**src/mrpt_pkg.sv**
```systemverilog
// ----------------------------------------------------------------------------
// mrpt_pkg
// shared types and constants of the miller-rabin prime test block
// ----------------------------------------------------------------------------
package mrpt_pkg;

    localparam int NUM_WIDTH = 64;
    localparam int CNT_W     = $clog2(NUM_WIDTH + 1);

    typedef logic [NUM_WIDTH-1:0] num_t;
    typedef logic [CNT_W-1:0]     cnt_t;

    typedef enum logic [3:0] {
        ST_IDLE,
        ST_RED,
        ST_SPLIT,
        ST_POW_MUL,
        ST_POW_SQR,
        ST_SQR,
        ST_CHECK,
        ST_DONE,
        ST_OUT
    } state_t;

endpackage

```
**src/mrpt_mulmod.sv**
```systemverilog
// ----------------------------------------------------------------------------
// mrpt_mulmod
// bit-serial modular multiplier: one double-and-add step per cycle
// ----------------------------------------------------------------------------
module mrpt_mulmod
    import mrpt_pkg::*;
(
    input  logic clk,
    input  logic rst_n,
    input  logic start,
    input  num_t x,
    input  num_t y,
    input  num_t m,
    output logic done,
    output num_t prod
);

    num_t acc_reg, acc_next;
    num_t x_reg, y_reg, m_reg;
    cnt_t bit_reg, bit_next;
    logic busy_reg, busy_next;
    logic done_reg, done_next;

    logic [NUM_WIDTH:0] dbl, dbl_red, sum, sum_red;
    num_t acc_d;

    always_comb
    begin
        dbl      = {1'b0, acc_reg} + {1'b0, acc_reg};
        dbl_red  = (dbl >= {1'b0, m_reg}) ? dbl - {1'b0, m_reg} : dbl;
        acc_d    = dbl_red[NUM_WIDTH-1:0];
        sum      = {1'b0, acc_d} + {1'b0, x_reg};
        sum_red  = (sum >= {1'b0, m_reg}) ? sum - {1'b0, m_reg} : sum;
        acc_next = acc_reg;
        bit_next = bit_reg;
        busy_next = busy_reg;
        done_next = 1'b0;
        if (start)
        begin
            acc_next  = '0;
            bit_next  = cnt_t'(NUM_WIDTH);
            busy_next = 1'b1;
        end
        else if (busy_reg)
        begin
            acc_next = y_reg[NUM_WIDTH-1] ? sum_red[NUM_WIDTH-1:0] : acc_d;
            bit_next = bit_reg - cnt_t'(1);
            if (bit_reg == cnt_t'(1))
            begin
                busy_next = 1'b0;
                done_next = 1'b1;
            end
        end
    end

    always_ff @(posedge clk or negedge rst_n)
    begin
        if (!rst_n)
        begin
            busy_reg <= 1'b0;
            done_reg <= 1'b0;
            bit_reg  <= '0;
        end
        else
        begin
            busy_reg <= busy_next;
            done_reg <= done_next;
            bit_reg  <= bit_next;
        end
    end

    always_ff @(posedge clk)
    begin
        acc_reg <= acc_next;
        if (start)
        begin
            x_reg <= x;
            y_reg <= y;
            m_reg <= m;
        end
        else if (busy_reg)
        begin
            y_reg <= {y_reg[NUM_WIDTH-2:0], 1'b0};
        end
    end

    assign done = done_reg;
    assign prod = acc_reg;

endmodule

```
**src/miller_rabin_prime_test_top.sv**
```systemverilog
// ----------------------------------------------------------------------------
// miller_rabin_prime_test_top
// miller-rabin witness round on a shared bit-serial modular multiplier
// ----------------------------------------------------------------------------
// channel   dir  signals                 beat contents
// s_axis    in   tvalid tready tdata     candidate, witness
//                tlast                   last_witness
// m_axis    out  tvalid tready tdata     probably_prime
//
// a witness needs up to about 2*64 products on the one multiplier plus one
// reduction of the witness; a small candidate skips the multiplier. ready is
// low while a beat is in work; a verdict waits in the output register while
// the next beat is taken, and a new verdict stalls until it has gone. no
// reset of payload registers.
// ----------------------------------------------------------------------------
module miller_rabin_prime_test_top
    import mrpt_pkg::*;
(
    input  logic         clk,
    input  logic         rst_n,
    input  logic         s_axis_tvalid,
    output logic         s_axis_tready,
    input  logic [127:0] s_axis_tdata,  // [63:0] candidate, [127:64] witness
    input  logic         s_axis_tlast,  // last_witness
    output logic         m_axis_tvalid,
    input  logic         m_axis_tready,
    output logic [7:0]   m_axis_tdata   // [0] probably_prime, [7:1] zero
);

    state_t state_reg, state_next;
    num_t n_reg, n_next, a_reg, a_next, d_reg, d_next, x_reg, x_next;
    cnt_t s_reg, s_next, i_reg, i_next;
    logic last_reg, last_next, pass_reg, pass_next, fail_reg, fail_next;
    logic verdict_reg, verdict_next, valid_reg, valid_next;

    logic   mm_start, mm_done;
    num_t   mm_x, mm_y, mm_prod;
    num_t   nm1;

    mrpt_mulmod u_mul (
        .clk   (clk),
        .rst_n (rst_n),
        .start (mm_start),
        .x     (mm_x),
        .y     (mm_y),
        .m     (n_reg),
        .done  (mm_done),
        .prod  (mm_prod)
    );

    assign nm1 = n_reg - num_t'(1);

    always_comb
    begin
        state_next   = state_reg;
        n_next       = n_reg;
        a_next       = a_reg;
        d_next       = d_reg;
        x_next       = x_reg;
        s_next       = s_reg;
        i_next       = i_reg;
        last_next    = last_reg;
        pass_next    = pass_reg;
        fail_next    = fail_reg;
        verdict_next = verdict_reg;
        valid_next   = valid_reg;
        mm_start     = 1'b0;
        mm_x         = a_reg;
        mm_y         = num_t'(1);
        s_axis_tready = (state_reg == ST_IDLE);
        if (valid_reg && m_axis_tready)
        begin
            valid_next = 1'b0;
        end
        case (state_reg)
            ST_IDLE:
            begin
                if (s_axis_tvalid && s_axis_tready)
                begin
                    n_next    = s_axis_tdata[NUM_WIDTH-1:0];
                    a_next    = s_axis_tdata[64 +: NUM_WIDTH];
                    last_next = s_axis_tlast;
                    fail_next = 1'b0;
                    if (s_axis_tdata[NUM_WIDTH-1:0] > num_t'(4))
                    begin
                        // a mod n as a*1 mod n; the multiplier needs x below m only
                        // for the add, a wider a reduces through doubling anyway
                        d_next     = s_axis_tdata[NUM_WIDTH-1:0] - num_t'(1);
                        s_next     = '0;
                        state_next = ST_RED;
                    end
                    else
                    begin
                        // small candidate leaves the sticky flag alone unless last
                        fail_next  = s_axis_tlast &&
                                     !((s_axis_tdata[NUM_WIDTH-1:0] == num_t'(2)) ||
                                       (s_axis_tdata[NUM_WIDTH-1:0] == num_t'(3)));
                        state_next = ST_OUT;
                    end
                end
            end
            ST_RED:
            begin
                // reduce witness: a mod n via shift-subtract, one bit a step
                mm_x       = num_t'(1);
                mm_y       = a_reg;
                mm_start   = 1'b1;
                state_next = ST_SPLIT;
            end
            ST_SPLIT:
            begin
                if (mm_done)
                begin
                    a_next = mm_prod;
                    x_next = num_t'(1);
                end
                if (d_reg[0] == 1'b0)
                begin
                    d_next = d_reg >> 1;
                    s_next = s_reg + cnt_t'(1);
                end
                else if (mm_done)
                begin
                    state_next = ST_POW_MUL;
                    mm_x       = num_t'(1);
                end
            end
            ST_POW_MUL:
            begin
                if (d_reg == '0)
                begin
                    i_next     = '0;
                    state_next = (s_reg == '0) ? ST_DONE : ST_SQR;
                    if (s_reg != '0)
                    begin
                        mm_x     = x_reg;
                        mm_y     = x_reg;
                        mm_start = 1'b1;
                    end
                end
                else if (d_reg[0])
                begin
                    mm_x       = x_reg;
                    mm_y       = a_reg;
                    mm_start   = 1'b1;
                    state_next = ST_CHECK;
                end
                else
                begin
                    mm_x       = a_reg;
                    mm_y       = a_reg;
                    mm_start   = 1'b1;
                    state_next = ST_POW_SQR;
                end
            end
            ST_CHECK:
            begin
                if (mm_done)
                begin
                    x_next     = mm_prod;
                    mm_x       = a_reg;
                    mm_y       = a_reg;
                    mm_start   = 1'b1;
                    state_next = ST_POW_SQR;
                end
            end
            ST_POW_SQR:
            begin
                if (mm_done)
                begin
                    a_next     = mm_prod;
                    d_next     = d_reg >> 1;
                    state_next = ST_POW_MUL;
                end
            end
            ST_SQR:
            begin
                if (mm_done)
                begin
                    if ((mm_prod == num_t'(1)) && (x_reg != num_t'(1)) && (x_reg != nm1))
                    begin
                        fail_next  = 1'b1;
                        state_next = ST_OUT;
                    end
                    else
                    begin
                        x_next = mm_prod;
                        i_next = i_reg + cnt_t'(1);
                        if (i_reg + cnt_t'(1) == s_reg)
                        begin
                            state_next = ST_DONE;
                        end
                        else
                        begin
                            mm_x     = mm_prod;
                            mm_y     = mm_prod;
                            mm_start = 1'b1;
                        end
                    end
                end
            end
            ST_DONE:
            begin
                fail_next  = (x_reg != num_t'(1));
                state_next = ST_OUT;
            end
            ST_OUT:
            begin
                if (last_reg)
                begin
                    if (!valid_reg)
                    begin
                        verdict_next = pass_reg && !fail_reg;
                        valid_next   = 1'b1;
                        pass_next    = 1'b1;
                        state_next   = ST_IDLE;
                    end
                end
                else
                begin
                    pass_next  = pass_reg && !fail_reg;
                    state_next = ST_IDLE;
                end
            end
            default:
            begin
                state_next = ST_IDLE;
            end
        endcase
    end

    always_ff @(posedge clk or negedge rst_n)
    begin
        if (!rst_n)
        begin
            state_reg <= ST_IDLE;
            pass_reg  <= 1'b1;
            valid_reg <= 1'b0;
        end
        else
        begin
            state_reg <= state_next;
            pass_reg  <= pass_next;
            valid_reg <= valid_next;
        end
    end

    always_ff @(posedge clk)
    begin
        n_reg       <= n_next;
        a_reg       <= a_next;
        d_reg       <= d_next;
        x_reg       <= x_next;
        s_reg       <= s_next;
        i_reg       <= i_next;
        last_reg    <= last_next;
        fail_reg    <= fail_next;
        verdict_reg <= verdict_next;
    end

    assign m_axis_tvalid = valid_reg;
    assign m_axis_tdata  = {7'd0, verdict_reg};

endmodule
```
**config.mk**
```make
export PLATFORM = sky130hd
export DESIGN_NAME = miller_rabin_prime_test_top
export DESIGN_NICKNAME = d
export VERILOG_FILES = /design/src/mrpt_pkg.sv /design/src/mrpt_mulmod.sv /design/src/miller_rabin_prime_test_top.sv
export SDC_FILE = /design/constraint.sdc
export NUM_CORES = 2
export LEC_CHECK = 0
export ABC_CLOCK_PERIOD_IN_PS = 11500
export BUFFER_PORTS_ARGS = -buffer_cell sky130_fd_sc_hd__buf_4
export CAP_MARGIN = 20
export CORE_ASPECT_RATIO = 1.5
export CORE_MARGIN = 5
export CORE_UTILIZATION = 45
export DETAILED_ROUTE_END_ITERATION = 10
export PLACE_DENSITY = 0.71
export REMOVE_ABC_BUFFERS = 1
export SKIP_LAST_GASP = 1
export SYNTH_ARGS = -nofsm -noshare
export SYNTH_HDL_FRONTEND = slang
export SYNTH_SLANG_ARGS = --single-unit
```
**constraint.sdc**
```tcl
create_clock -name clk -period 11.5 [get_ports clk]
set_clock_uncertainty 0.05 [all_clocks]
set_input_delay 2.3 -clock clk [delete_from_list [all_inputs] [get_ports clk]]
set_output_delay 2.3 -clock clk [all_outputs]
set_load 0.01 [all_outputs]
```
==> summary.md <==
| Metric | Value |
|---|---|
| CTS tree | `built` |
| Clock latency on the worst-skew pair | `0.65 ns` |
| Mapped Avg Cell Area | `9.10 sq um` |
| Ys flop type | `edfxtp_1` |
| Slew Viols, Final | `0` |
| CP max FO | `44` |
| Critical R2R Launch | `u_mul.prod[20]` |
| DRC | `0` |
| Core area | `86,200 sq um` |
| Clock tree buffer depth | `3` |
| Area delta synth->final | `10.6%` |
| Post-cts hold buffer count | `0` |
| Outcome | `finished, final reports clean` |
| Worst setup margin | `0.614 ns` |
| Max frequency | `91.9 MHz` |
| Post-route ant nets | `0` |
| Syn Inst Count | `4,288` |
| Setup violators final | `0` |
| Placed wire-length estimate | `118 mm` |
| Post-CTS Setup Inserts | `0` |
| PortBufs | `135` |
| Tcrit/Tclk final | `94.7%` |
| Hold Slack | `0.441 ns` |
| Clock sinks | `544` |
| Post-Route WL | `155 mm` |
| Vias | `35,700` |
| Horiz. Die Dim | `250 um` |
| Final min period | `10.89 ns` |
| Die area | `92,800 sq um` |
| Share of layout cells above drive strength 1 | `8.80%` |
| R2R setup slack | `0.61 ns` |
| Die Y | `371 um` |
| Initial Util | `45.2%` |
| Sequential area share after synthesis | `40.0%` |
| Most used cell, CP | `o21ai_0` |
| CP Launch Type | `register` |
| Final nets | `4,670` |
| Buffers & Inverters on Critical Path | `1` |
| Reg2Reg Capture Point | `u_mul.prod[62]` |
| WL/cell | `28.2 um` |
| CP max stage delay | `0.75 ns` |
| Mapped Area | `39,000 sq um` |
| Number of stages on the worst hold path | `0` |
| Worst-margin pin slew | `1.20 ns` |
| Max H-tree Level | `2` |
| WS Path Type | `register to register` |
| Reg2Reg Depth | `33` |
| Yosys cell types | `94` |
| CTS Buf Count | `54` |
| Row cnt | `132` |
| First-pass GRT wire length | `226 mm` |
| Slowest stage cell, crit path | `o21ai_0` |
| Crit. End Element | `register` |
| CP Data Required Time | `11.99 ns` |
| Vias in the first global route | `35,000` |
| Total GRT Usage | `32.1%` |
| Unrepaired setup endpoints after global routing | `no` |
| CTS root buffer | `clkbuf_16` |
| Crit-path leading delay family | `compound AO/OA/AOI/OAI gates` |
| CP arrival | `11.38 ns` |
| GRT Residual Overflow | `0` |
| Hold path endpoint | `u_mul.m_reg[63]` |
| Slew headroom | `19.3%` |
| I/O pin count | `143` |
| Clk slew on worst S/H paths | `0.07 ns` |
| Hold WC Path Type | `register to register` |
| # resized after CTS | `0` |
| Async set-or-reset flop fraction in the synthesized netlist | `2.76%` |
| Min-delay src | `n_reg[63]` |
| Max-Cap Viols | `0` |
| Pre-Repair DR Iteration Count | `6` |
| Pre-CTS setup slack | `0.869 ns` |
| Vias per cell | `6.47` |
| Largest net degree at the start of global routing | `75` |
| Final hold vios | `0` |
| Yosys warning total | `0` |
| DRT iter0 DRCs | `4,095` |
| #FFs+latches synth | `544` |
| Initial antenna violation count | `6` |
| EDFF count, synth | `465` |
| RD Place Congestion | `1.03` |
-- per-stage QoR --
step	area (sq um)	cells	util, %	TNS (ns)
3_3_place_gp	41300	5414	47.9	0
2_1_floorplan	38100	4064	-	-670.86
6_report	43100	5516	50.0	0
5_1_grt	43100	5515	50.0	0
3_5_place_dp	41300	5415	47.9	0
4_1_cts	43100	5515	50.0	0
-- synth_stat cells (all sizes together), types with 26 or more instances --
library cell,count,area (sq um)
and3,37,231
inv,164,616
ha,202,2530
nand4,85,547
xor2,144,1260
a21o,131,983
a221o,67,671
a21oi,301,1510
buf,38,250
o21a,35,263
clkbuf,192,721
mux2i,26,260
nor2b,26,163
and2,128,802
edfxtp,465,14000
a211oi,42,315
mux2,29,327
xnor2,209,1830
nor4,128,847
nand2,538,2030
o211ai,30,225
o21ai,250,1250
nor2,302,1130
a31oi,41,272
nand2b,34,213
dfxtp,64,1280
a221oi,74,648
o21bai,39,293
nand3,97,485
nor3,87,440
-- cells by family after synthesis --
logic type                 Yosys count  synth area share, %
adders and majority gates          205                 6.63
AOI/OAI and AO/OA                 1184                 20.4
buffers and inverters              395                 4.08
xor gates and xnor gates           353                 7.93
muxes                               55                 1.50
and+or+nand+nor                   1551                 19.4
DFF                                544                 40.0
other                                1              0.00961
-- per-layer routing --
layer / wire length (um) / vias to the layer above / part of all wire [%] / GRT usage, %
met3: 12600 / 457 / 8.1 / 3.94
met1: 58300 / 17200 / 37 / 39.7
met2: 72700 / 1891 / 47 / 53.9
met4: 11800 / 4 / 7.6 / 19.0
li1: - / 16100 / - / -
met5: 24 / - / 0.015 / 0
-- placed cells by master, fill, tap and decap left out, types with 12 or more instances in the layout --
cell | Yosys | final
mux2_2 | 29 | 29
o21a_1 | 35 | 33
buf_4 | 9 | 206
inv_1 | 163 | 160
a31oi_1 | 40 | 40
nand4_1 | 84 | 84
or3_1 | 21 | 21
a21o_1 | 131 | 131
nor2b_1 | 26 | 26
o211ai_1 | 30 | 30
nand2b_1 | 34 | 34
a211oi_1 | 42 | 41
o21bai_1 | 39 | 39
nor2_1 | 302 | 298
o32ai_1 | 12 | 12
a221oi_1 | 74 | 74
clkbuf_16 | 0 | 54
a2111oi_0 | 20 | 20
dfrtp_1 | 14 | 14
or4_1 | 20 | 20
nand3_1 | 97 | 97
nor4_1 | 122 | 121
nor3_1 | 86 | 84
o22ai_1 | 12 | 12
and3_1 | 37 | 36
a221o_1 | 67 | 67
nand2_1 | 536 | 535
a21oi_1 | 301 | 301
ha_1 | 202 | 202
edfxtp_1 | 465 | 465
o21ai_0 | 250 | 248
xnor2_1 | 209 | 208
and2_1 | 126 | 125
dfxtp_1 | 64 | 64
mux2i_1 | 26 | 26
xor2_1 | 144 | 144
-- worst max path at each step --
stage	from	depth (start not counted)	slack, ns	end
2_1_floorplan	u_mul.prod[20]	32	-11.27	u_mul.prod[10]
4_1_cts	u_mul.prod[20]	38	0.78	u_mul.prod[35]
3_5_place_dp	u_mul.prod[20]	38	0.87	u_mul.prod[2]
3_3_place_gp	u_mul.prod[20]	36	0.99	u_mul.prod[2]
6_report	u_mul.prod[20]	33	0.61	u_mul.prod[62]
5_1_grt	u_mul.prod[20]	38	0.16	u_mul.prod[35]
-- cell type report --
| type | count | area, sq um |
|---|---|---|
| fill | 8242 | 43100 |
| multi-input combinational | 3355 | 21900 |
| sequential | 544 | 15600 |
| timing repair buffer | 212 | 1650 |
| tap | 1139 | 1430 |
| clock buffer | 65 | 1420 |
| inverter | 165 | 624 |
| clock inverter | 35 | 434 |
| antenna | 1 | 2.50 |
Power is left out: the tool's default activity adds up to more than one toggle a clock period on the data nets, which glitch-free logic cannot reach.
